### config.mk
export PLATFORM = sky130hd
export DESIGN_NAME = spike_rate_leaky_motor_drive
export DESIGN_NICKNAME = d
export VERILOG_FILES = /design/src/rtl/core/srlmd_pkg.sv /design/src/rtl/core/spike_rate_leaky_motor_drive.sv
export VERILOG_INCLUDE_DIRS = /design/src /design/src/rtl/core
export SDC_FILE = /design/constraint.sdc
export NUM_CORES = 2
export LEC_CHECK = 0
export ABC_CLOCK_PERIOD_IN_PS = 17400
export BUFFER_PORTS_ARGS = -buffer_cell sky130_fd_sc_hd__buf_2
export CORE_MARGIN = 5
export CORE_UTILIZATION = 45
export DETAILED_ROUTE_END_ITERATION = 7
export SLEW_MARGIN = 5
export SYNTH_ARGS = -nofsm -noshare
export SYNTH_HDL_FRONTEND = slang
export SYNTH_SLANG_ARGS = --single-unit
export TNS_END_PERCENT = 100
### constraint.sdc
create_clock -name clk -period 17.4 [get_ports clk]
set_input_delay 3.48 -clock clk [delete_from_list [all_inputs] [get_ports clk]]
set_output_delay 3.48 -clock clk [all_outputs]
set_load 0.02 [all_outputs]
### src/rtl/core/spike_rate_leaky_motor_drive_defines.svh
// ----------------------------------------------------------------------------
// Assertion macros for the spike-rate motor drive
// Clocked on clk, disabled while arst_n is low.
// ----------------------------------------------------------------------------
`ifndef SPIKE_RATE_LEAKY_MOTOR_DRIVE_DEFINES_SVH
`define SPIKE_RATE_LEAKY_MOTOR_DRIVE_DEFINES_SVH

// same-cycle implication
`define SRLMD_ASSERT_NOW(label, ante, cons, msg) \
	label: assert property (@(posedge clk) disable iff (!arst_n) (ante) |-> (cons)) \
		else $error(msg);

// next-cycle implication
`define SRLMD_ASSERT_NEXT(label, ante, cons, msg) \
	label: assert property (@(posedge clk) disable iff (!arst_n) (ante) |=> (cons)) \
		else $error(msg);

`endif

### src/rtl/core/srlmd_pkg.sv
// ----------------------------------------------------------------------------
// srlmd_pkg
// Constants shared by the spike-rate leaky motor drive.
// ----------------------------------------------------------------------------
package srlmd_pkg;

	localparam int FRAC_BITS  = 15;
	localparam int FX_W       = 32;
	localparam int PERIOD_W   = 16;
	localparam int NCOUNT_W   = 10;
	localparam int CMD_W      = 11;
	localparam int CFG_IDX_W  = 3;

	// command limit, integer and s16.15
	localparam int CMD_LIMIT = 800;
	localparam logic signed [FX_W-1:0] CMD_LIMIT_FX = FX_W'(CMD_LIMIT <<< FRAC_BITS);

	// clamped level fits 26 bits signed
	localparam int CLAMP_W = 26;

	// register indexes
	localparam logic [CFG_IDX_W-1:0] REG_SAMPLE_PERIOD = 3'd0;
	localparam logic [CFG_IDX_W-1:0] REG_DECAY_FACTOR  = 3'd1;
	localparam logic [CFG_IDX_W-1:0] REG_SPIKE_WEIGHT  = 3'd2;
	localparam logic [CFG_IDX_W-1:0] REG_OUTPUT_GAIN   = 3'd3;
	localparam logic [CFG_IDX_W-1:0] REG_NEURON_COUNT  = 3'd4;

	// item kinds
	localparam logic ACTION_SPIKE = 1'b0;
	localparam logic ACTION_TICK  = 1'b1;

endpackage

### src/rtl/core/spike_rate_leaky_motor_drive.sv
// ----------------------------------------------------------------------------
// spike_rate_leaky_motor_drive
// Spike counter and leaky integrator producing a clamped motor command.
// ----------------------------------------------------------------------------
// Use:
//  - Input channel (in_valid/in_ready, action, spike_key) takes one word per
//    item: a spike event (action 0) or a timer tick (action 1).
//  - Output channel (out_valid/out_ready, motor_command) carries one word on
//    each update tick, nothing for other items.
//  - Config channel (cfg_valid/cfg_ready, cfg_index, cfg_data) is always
//    ready; write it only while the block is idle.
// Sequence:
//  - A spike, or a tick under a zero period, is handled in the idle state.
//  - Other ticks run a 32-step restoring divider (one bit per cycle) that
//    finds time mod sample_period, then a compare state.
//  - An update tick then forms three products on one shared 32x32
//    multiplier, the sum, the clamp and the command load; the next item
//    can be accepted once the command is loaded into the output register.
// Reset: all registers take their reset values at once, tick time is all
//  ones so the first tick reads as time 0; no clearing pass.
// Stall: the command sits in an output register; the block goes on taking
//  items while it waits, until a following update tick has its command
//  ready, which holds the input off until the receiver takes the old word.
// ----------------------------------------------------------------------------
`include "spike_rate_leaky_motor_drive_defines.svh"

module spike_rate_leaky_motor_drive
	import srlmd_pkg::*;
#(
	parameter int NEURON_ID_BITS = 9,
	parameter int TALLY_BITS     = 16
) (
	input  logic                        clk,
	input  logic                        arst_n,

	input  logic                        cfg_valid,
	output logic                        cfg_ready,
	input  logic [CFG_IDX_W-1:0]        cfg_index,
	input  logic [FX_W-1:0]             cfg_data,

	input  logic                        in_valid,
	output logic                        in_ready,
	input  logic                        action,
	input  logic [31:0]                 spike_key,

	output logic                        out_valid,
	input  logic                        out_ready,
	output logic signed [CMD_W-1:0]     motor_command
);

	// width for the neuron id compare
	localparam int CMP_W = (NEURON_ID_BITS > NCOUNT_W) ? NEURON_ID_BITS : NCOUNT_W;
	localparam int DIV_STEPS = 32;
	localparam int DIV_CNT_W = $clog2(DIV_STEPS);

	typedef enum logic [2:0] {
		S_IDLE,
		S_DIV,         // one dividend bit per cycle
		S_CHECK,       // remainder == period - 1 ?
		S_MUL_DECAY,   // level * decay
		S_MUL_WEIGHT,  // tally * weight
		S_SUM,         // new level, tally cleared
		S_MUL_GAIN,    // level * gain
		S_CLAMP
	} state_t;

	state_t state_q;

	// configuration
	logic [PERIOD_W-1:0]        period_q;
	logic signed [FX_W-1:0]     decay_q;
	logic signed [FX_W-1:0]     weight_q;
	logic signed [FX_W-1:0]     gain_q;
	logic [NCOUNT_W-1:0]        ncount_q;

	// block state
	logic [31:0]                tick_time_q;
	logic [TALLY_BITS-1:0]      spike_tally_q;
	logic signed [FX_W-1:0]     level_q;

	// working registers
	logic [31:0]                dividend_q;
	logic [PERIOD_W-1:0]        rem_q;
	logic [DIV_CNT_W-1:0]       div_cnt_q;
	logic signed [63:0]         prod_q;
	logic signed [FX_W-1:0]     acc_q;
	logic signed [CLAMP_W-1:0]  clamp_q;
	logic                       emit_pend_q;
	logic                       out_valid_q;
	logic signed [CMD_W-1:0]    cmd_q;

	// ---------------------------------------------------------------- handshake
	assign cfg_ready     = 1'b1;
	assign in_ready      = (state_q == S_IDLE) && !emit_pend_q;
	assign out_valid     = out_valid_q;
	assign motor_command = cmd_q;

	logic in_acc;
	assign in_acc = in_valid && in_ready;

	// ---------------------------------------------------------------- spike test
	logic id_hit;
	logic tally_full;
	assign id_hit     = CMP_W'(spike_key[NEURON_ID_BITS-1:0]) < CMP_W'(ncount_q);
	assign tally_full = (spike_tally_q == {TALLY_BITS{1'b1}});

	// ---------------------------------------------------------------- divider step
	logic [PERIOD_W:0]   rem_sh;
	logic [PERIOD_W-1:0] rem_n;
	assign rem_sh = {rem_q, dividend_q[31]};
	assign rem_n  = (rem_sh >= {1'b0, period_q}) ? PERIOD_W'(rem_sh - {1'b0, period_q})
	                                              : rem_sh[PERIOD_W-1:0];

	// ---------------------------------------------------------------- shared multiplier
	logic signed [FX_W-1:0] mul_a;
	logic signed [FX_W-1:0] mul_b;
	logic signed [63:0]     mul_p;

	always_comb begin
		unique case (state_q)
			S_MUL_DECAY: begin
				mul_a = level_q;
				mul_b = decay_q;
			end
			S_MUL_WEIGHT: begin
				mul_a = signed'(FX_W'(spike_tally_q));
				mul_b = weight_q;
			end
			S_MUL_GAIN: begin
				mul_a = level_q;
				mul_b = gain_q;
			end
			default: begin
				mul_a = '0;
				mul_b = '0;
			end
		endcase
	end

	assign mul_p = 64'(mul_a) * 64'(mul_b);

	// s16.15 product: floor shift, low 32 bits kept
	logic signed [FX_W-1:0] prod_fx;
	assign prod_fx = prod_q[FRAC_BITS+FX_W-1:FRAC_BITS];

	// ---------------------------------------------------------------- clamp, truncate
	logic signed [CLAMP_W-1:0] clamp_n;
	always_comb begin
		priority if (prod_fx > CMD_LIMIT_FX)
			clamp_n = CLAMP_W'(CMD_LIMIT_FX);
		else if (prod_fx < -CMD_LIMIT_FX)
			clamp_n = CLAMP_W'(-CMD_LIMIT_FX);
		else
			clamp_n = CLAMP_W'(prod_fx);
	end

	// toward zero: truncate magnitude, restore sign
	logic [CLAMP_W-1:0] clamp_mag;
	logic [CMD_W-1:0]   cmd_mag;
	logic signed [CMD_W-1:0] cmd_n;
	assign clamp_mag = clamp_q[CLAMP_W-1] ? CLAMP_W'(-clamp_q) : CLAMP_W'(clamp_q);
	assign cmd_mag   = clamp_mag[CLAMP_W-1:FRAC_BITS];
	assign cmd_n     = clamp_q[CLAMP_W-1] ? signed'(CMD_W'(-cmd_mag)) : signed'(cmd_mag);

	// ---------------------------------------------------------------- sequencer
	always_ff @(posedge clk or negedge arst_n) begin
		if (!arst_n) begin
			state_q       <= S_IDLE;
			period_q      <= PERIOD_W'(1);
			decay_q       <= '0;
			weight_q      <= '0;
			gain_q        <= '0;
			ncount_q      <= '0;
			tick_time_q   <= '1;
			spike_tally_q <= '0;
			level_q       <= '0;
			dividend_q    <= '0;
			rem_q         <= '0;
			div_cnt_q     <= '0;
			prod_q        <= '0;
			acc_q         <= '0;
			clamp_q       <= '0;
			emit_pend_q   <= 1'b0;
			out_valid_q   <= 1'b0;
			cmd_q         <= '0;
		end else begin
			// register writes
			if (cfg_valid && cfg_ready) begin
				unique case (cfg_index)
					REG_SAMPLE_PERIOD: period_q <= cfg_data[PERIOD_W-1:0];
					REG_DECAY_FACTOR:  decay_q  <= signed'(cfg_data);
					REG_SPIKE_WEIGHT:  weight_q <= signed'(cfg_data);
					REG_OUTPUT_GAIN:   gain_q   <= signed'(cfg_data);
					REG_NEURON_COUNT:  ncount_q <= cfg_data[NCOUNT_W-1:0];
					default: ;
				endcase
			end

			// output word: taken by receiver, or a new one loaded
			if (emit_pend_q && (!out_valid_q || out_ready)) begin
				out_valid_q <= 1'b1;
				cmd_q       <= cmd_n;
				emit_pend_q <= 1'b0;
			end else if (out_valid_q && out_ready) begin
				out_valid_q <= 1'b0;
			end

			unique case (state_q)
				S_IDLE: begin
					if (in_acc) begin
						if (action == ACTION_SPIKE) begin
							if (id_hit && !tally_full)
								spike_tally_q <= spike_tally_q + TALLY_BITS'(1);
						end else begin
							tick_time_q <= tick_time_q + 32'd1;
							dividend_q  <= tick_time_q + 32'd1;
							rem_q       <= '0;
							div_cnt_q   <= '0;
							// zero period never updates
							if (period_q != '0)
								state_q <= S_DIV;
						end
					end
				end
				S_DIV: begin
					rem_q      <= rem_n;
					dividend_q <= {dividend_q[30:0], 1'b0};
					div_cnt_q  <= div_cnt_q + DIV_CNT_W'(1);
					if (div_cnt_q == DIV_CNT_W'(DIV_STEPS - 1))
						state_q <= S_CHECK;
				end
				S_CHECK: begin
					if (rem_q == period_q - PERIOD_W'(1))
						state_q <= S_MUL_DECAY;
					else
						state_q <= S_IDLE;
				end
				S_MUL_DECAY: begin
					prod_q  <= mul_p;
					state_q <= S_MUL_WEIGHT;
				end
				S_MUL_WEIGHT: begin
					acc_q   <= prod_fx;
					prod_q  <= mul_p;
					state_q <= S_SUM;
				end
				S_SUM: begin
					// tally * weight keeps its low word, no shift
					level_q       <= acc_q + signed'(prod_q[FX_W-1:0]);
					spike_tally_q <= '0;
					state_q       <= S_MUL_GAIN;
				end
				S_MUL_GAIN: begin
					prod_q  <= mul_p;
					state_q <= S_CLAMP;
				end
				S_CLAMP: begin
					clamp_q     <= clamp_n;
					emit_pend_q <= 1'b1;
					state_q     <= S_IDLE;
				end
				default: state_q <= S_IDLE;
			endcase
		end
	end

	// ---------------------------------------------------------------- checks
	`SRLMD_ASSERT_NOW(a_cmd_in_range, out_valid, ($signed(motor_command) <= CMD_LIMIT) && ($signed(motor_command) >= -CMD_LIMIT), "motor command outside clamp range")
	`SRLMD_ASSERT_NEXT(a_tick_advances, in_valid && in_ready && (action == ACTION_TICK), tick_time_q == $past(tick_time_q) + 32'd1, "tick did not advance time")
	`SRLMD_ASSERT_NEXT(a_tally_cleared, state_q == S_SUM, spike_tally_q == '0, "tally not cleared on update")
	`SRLMD_ASSERT_NOW(a_no_accept_pending, emit_pend_q, !in_ready, "item accepted while command load pending")

endmodule
Yosys cells after proc, flatten, opt, wreduce, memory -nomap -nowiden
Index checks and enable logic that the tools add are counted.

Add/sub/neg operators: 8. Multipliers: 1. Magnitude comparators: 4. Eq/ne operators: 20. Multiplexer cells: 30. Reduce and logical (&&, ||, !) cells: 27.

Operator list (count): 32-bit one-hot mux with 2 select lines (2); 16-bit 2-to-1 mux (6); 32-bit one-hot mux with 3 select lines (1); 26-bit 2-to-1 mux (3); 32-bit 2-to-1 mux (2); 16-bit one-hot mux with 2 select lines (2); 32-bit by 32-bit multiplier with 47-bit output (1); 32-bit by 1-bit adder with 32-bit output (second input constant) (1); 32-bit adder (1); 32-bit by 26-bit > comparator with 1-bit output (second input constant) (1); 32-bit by 26-bit < comparator with 1-bit output (second input constant) (1); 26-bit negator (1); 3-bit one-hot mux with 8 select lines (1); 17-bit by 16-bit >= comparator with 1-bit output (1); 16-bit by 1-bit adder with 16-bit output (second input constant) (1); 16-bit == test (1); 16-bit == test (second input constant) (1); 16-bit nonzero test (1); 16-bit by 1-bit subtractor with 16-bit output (second input constant) (1); 16-bit subtractor (1); 3-bit == test (second input constant) (5); 3-bit by 2-bit == test with 1-bit output (second input constant) (4); 3-bit 2-to-1 mux (4); 11-bit 2-to-1 mux (1); other kinds (21) (46).

Bits in registers: 376. Output and inout bits: 14. Logic and storage cells: 108.

Longest topological paths before layout
Word-level depth: 7. Depth in mapped cells: 34. Gate-level depth less buffers: 29.

Worst setup path before layout
Ideal clock, no wire load.

Path kind: register to register. Start point: register state_q[1]. End point: register prod_q[46]. Setup time: 0.129 ns. Arrival: 8.431 ns. Slack: 8.840 ns. Stages on the path, launching flop included: 32. Path buffers: 6. Period minus slack after synthesis: 8.560 ns. Cell sequence: dfrtp_1 > buf_2 > buf_2 > clkbuf_1 > buf_1 > mux2i_1 > o21ai_1 > clkbuf_1 > nand2_1 > fa_1 > inv_1 > fa_1 > fa_1 > inv_1 > fa_1 > inv_1 > fa_1 > fa_1 > fa_1 > fa_1 > ha_1 > clkbuf_1 > a21o_1 > a31o_2 > nor2_1 > nand4bb_1 > o211ai_1 > a41oi_1 > a221oi_1 > o21a_1 > xnor2_1 > o21ai_1.

Word-level cells in the longest chain between the ends: 4. Elaborated cells between the ends (all ways): 8.

RTL lines: from (decl) (line spike_rate_leaky_motor_drive.sv:67) `state_t state_q;`; from (signal assigned) (line spike_rate_leaky_motor_drive.sv:168) `state_q <= S_IDLE;`; from (signal assigned) (line spike_rate_leaky_motor_drive.sv:221) `state_q <= S_DIV;`; from (signal assigned) (line spike_rate_leaky_motor_drive.sv:230) `state_q <= S_CHECK;`; 3-bit == test / 3-bit by 2-bit == test with 1-bit output (equally long branches) (line spike_rate_leaky_motor_drive.sv:120, spike_rate_leaky_motor_drive.sv:208); 2-bit OR reduction (no line); 32-bit one-hot mux with 2 select lines (line spike_rate_leaky_motor_drive.sv:120) `unique case (state_q)`; 32-bit by 32-bit multiplier with 47-bit output (line spike_rate_leaky_motor_drive.sv:140) `assign mul_p = 64'(mul_a) * 64'(mul_b);`; to (signal assigned) (line spike_rate_leaky_motor_drive.sv:239) `prod_q <= mul_p;`; to (signal assigned) (line spike_rate_leaky_motor_drive.sv:244) `prod_q <= mul_p;`; to (signal assigned) (line spike_rate_leaky_motor_drive.sv:254) `prod_q <= mul_p;`; to (decl) (line spike_rate_leaky_motor_drive.sv:85) `logic signed [63:0] prod_q;`.

Several ways; a longest one is shown, not always the timed one. A chain may end at the register's enable or synchronous reset.

Worst setup path in the final report
Start point: register state_q[0]. End point: register prod_q[46].

The elaborated chain is that of the path after synthesis.

==> results.md <==
* Status: finished clean
* Main combinational cell family by area after synthesis: adder cells
* Final number of setup-violating endpoints at 0
* Drt wl/cell at between 20 and 25 um
* # rows at around 120
* Chip Width at between 300 and 400 um
* Crit-path max cell delay at ~1.1 ns
* Starting Density at 0.453
* Remaining global-route overflow at 0
* Worst setup EP type: register
* DR vias/cell at roughly 5.4
* Starting DRT DRC Count at roughly 2200
* Max-slew violations at 0
* Hold-fix buffers, CTS at 0
* CTS Buf Count at 42
* Crit path time final at approximately 11 ns
* WP data arrival at about 11 ns
* CTS tree: built
* Final Cycle Share at 0.607
* First-pass GRT wire length at 207 mm
* Ys Warns at 0
* RePlAce Congestion at 0.900
* Multiplexer area fraction after synthesis at 0.0394
* DRC at 0
* Post-CTS Setup Repair Bufs at 0
* Core Area at between 100000 and 150000 sq um
* Share of cells above drive strength 1 at 0.0827
* Fillers at 9911
* Clock Latency Late Sink at around 0.6 ns
* Complex-gate fraction of the synthesized area at 0.0854
* Via count at 34732
* Hold depth at 2
* Max FO, Critical Path at 67
* Synth Area in Simple Gates at 0.134
* GRT Util Overall at 0.238
* FF-to-FF Start: state_q[0]
* Final cell count without fillers at roughly 6400
* Crit-path slowest cell: a22o_1
* HP Start: tick_time_q[1]
* Most Frequent Cell on Critical Path: fa_1
* Leak at ~23 nW
* Post-synthesis sequential area ratio at 0.202
* Final antenna-violating net count at 0
* Final Hold Fails at 0
* Syn Nets at ~6000
* Post-CTS resize count at 0
* Setup TNS at 0 ns
* Worst VDD drop at 0.0000955 V
* Max-Cap Viols at 0
* Synth cell types at 80
* Critical path's top delay family: adder cells
* Final nets at just over 6000
* CTS root buffer: clkbuf_16
* Max clock buf depth at 3
* Post-Syn Area per Cell at about 9.3 sq um
* Synthesized area at between 40000 and 50000 sq um
* Synth Instances at 5016
* Worst min-delay path category: register to register
* Initial antenna violation count at 3
* Adder-Cell Fraction of Synth Area at 0.411
* Io pins at 87
* Total Wirelength at between 100 and 150 mm
* Hold Path End: tick_time_q[1]
* Power per Cell Area at approximately 100 nW/um^2
* DIE AREA at approximately 110000 sq um
* Reg-to-reg endpoint: prod_q[46]
* H-tree level count at 2
* Worst-margin pin slew at 1.22 ns
* CP required at 17.87 ns
* CP Buf/Inv Count at 5
* Post-Place Cells at 6296
* Clk pin slew, worst setup/hold paths at ~0.060 ns
* Final HPWL DP at about 100 mm
* Slew margin rel. at 0.185
* Fmax at around 0.095 GHz
* R2R Setup Slk at between 6 and 7 ns
* Clk_skew at approximately 0.035 ns
* Area Overhead vs Synth at 7.06%
* RSZ-0062 raised after global routing: false
* Port bufs at between 60 and 70
* Largest net degree at the start of global routing at 144
* First drt pass iteration count at 6
* Seq cells post-synth at roughly 380
* Post-Synth XOR/XNOR Area at 0.0414
* Crit path launch type: register
* Die height at around 330 um
* Reg2Reg Depth at 28
* Hold WS at approximately 0.47 ns
* EDFF count, synth at 0
* Clock sink count at 376
* Vias in the first global route at 36444
* Predominant post-synthesis flop cell: dfrtp_1
* Post-synth ARST share at 1.00
* WS Path Type: register to register
==> cell families (layout without fill, tap and decap cells) <==
| family | Yosys count | after routing |
|---|---|---|
| and+or+nand+nor | 1507 | 1507 |
| buffers and inverters | 1070 | 1045 |
| adders and majority gates | 1047 | 1047 |
| AOI/OAI and AO/OA | 626 | 626 |
| DFF | 376 | 376 |
| xor gates and xnor gates | 221 | 221 |
| muxes | 168 | 168 |
| other | 1 | 3 |
==> layout make-up <==
cell class                      instances  area, sq um  area share
Multi-Input combinational cell       3570        33500       0.668
Antenna cell                            2         5.00   0.0000999
Inverter                              822         3090      0.0616
Sequential cell                       376         9450       0.189
Tap cell                             1380         1730      0.0345
Clock inverter                         12          160     0.00320
Timing Repair Buffer                  148          978      0.0195
Clock buffer                           63         1230      0.0246
==> worst max path at each step <==
stage | slack (ns) | depth (start not counted) | end | from
global route | 6.44 | 28 | prod_q[46] | state_q[0]
floorplan | 8.84 | 31 | prod_q[46] | state_q[1]
detailed placement | 6.87 | 28 | prod_q[46] | state_q[0]
global placement | 6.99 | 28 | prod_q[46] | state_q[0]
finish | 6.84 | 28 | prod_q[46] | state_q[0]
CTS | 6.86 | 28 | prod_q[46] | state_q[0]
==> per-stage QoR <==
stage	cell area (sq um)	total power [mW]	setup WS, ns	util
CTS	50100	5.15	6.86	0.485
detailed placement	48700	4.21	6.87	0.471
finish	50100	5.12	6.84	0.485
global placement	48700	4.16	6.99	0.471
global route	50100	5.49	6.44	0.485
floorplan	46800	3.23	8.84	-
==> layer usage <==
layer  vias to the layer above  wire length (um)  track usage
met5                         -                 0            0
met4                         0              6140       0.0932
met3                       266              9960       0.0489
met2                      1131             61300        0.390
met1                     17817             52900        0.314
li1                      15518                 -            -
==> cell usage in the layout (no fill, tap or decap), drive strengths merged, types with 128 or more instances in the layout <==
cell type and count:
buf 148, nor2 533, o21ai 215, nand2 720, ha 228, fa 819
mux2 128, inv 825, dfrtp 343, xnor2 147
==> report_power, final <==
part	total [mW]	switching, mW	internal (mW)
Sequential	1.40	0.267	1.13
Clock	0.901	0.377	0.523
Combinational	2.82	1.82	0.995
Total	5.12	2.47	2.65
==> sequential cells by signal, indices dropped and copies added, names as in the netlist <==
register	count
clamp_q	26
decay_q	32
spike_tally_q	16
out_valid	1
motor_command	11
dividend_q	32
div_cnt_q	5
level_q	32
ncount_q	10
rem_q	16
gain_q	32
acc_q	32
emit_pend_q	1
prod_q	47
period_q	16
weight_q	32
state_q	3
tick_time_q	32
==> synthesized netlist by cell type (all sizes together), types with 39 or more instances <==
| cell | n | area, sq um |
|---|---|---|
| a22o | 39 | 342 |
| nand3 | 54 | 275 |
| xor2 | 74 | 648 |
| clkbuf | 210 | 788 |
| a22oi | 42 | 315 |
| fa | 819 | 16400 |
| xnor2 | 147 | 1290 |
| and3 | 42 | 263 |
| dfrtp | 343 | 8580 |
| mux2i | 40 | 400 |
| a21o | 49 | 368 |
| nor2 | 533 | 2000 |
| mux2 | 128 | 1440 |
| o21ai | 215 | 1080 |
| a21oi | 123 | 616 |
| nand2 | 720 | 2700 |
| inv | 822 | 3090 |
| ha | 228 | 2850 |
==> tightest hold or removal path, stage by stage (launching register included) <==
cell and delay, ns:
dfstp_2 0.37, nand2_1 0.05, nand2_1 0.05
Note: power is estimated with default switching activity, not from simulation.
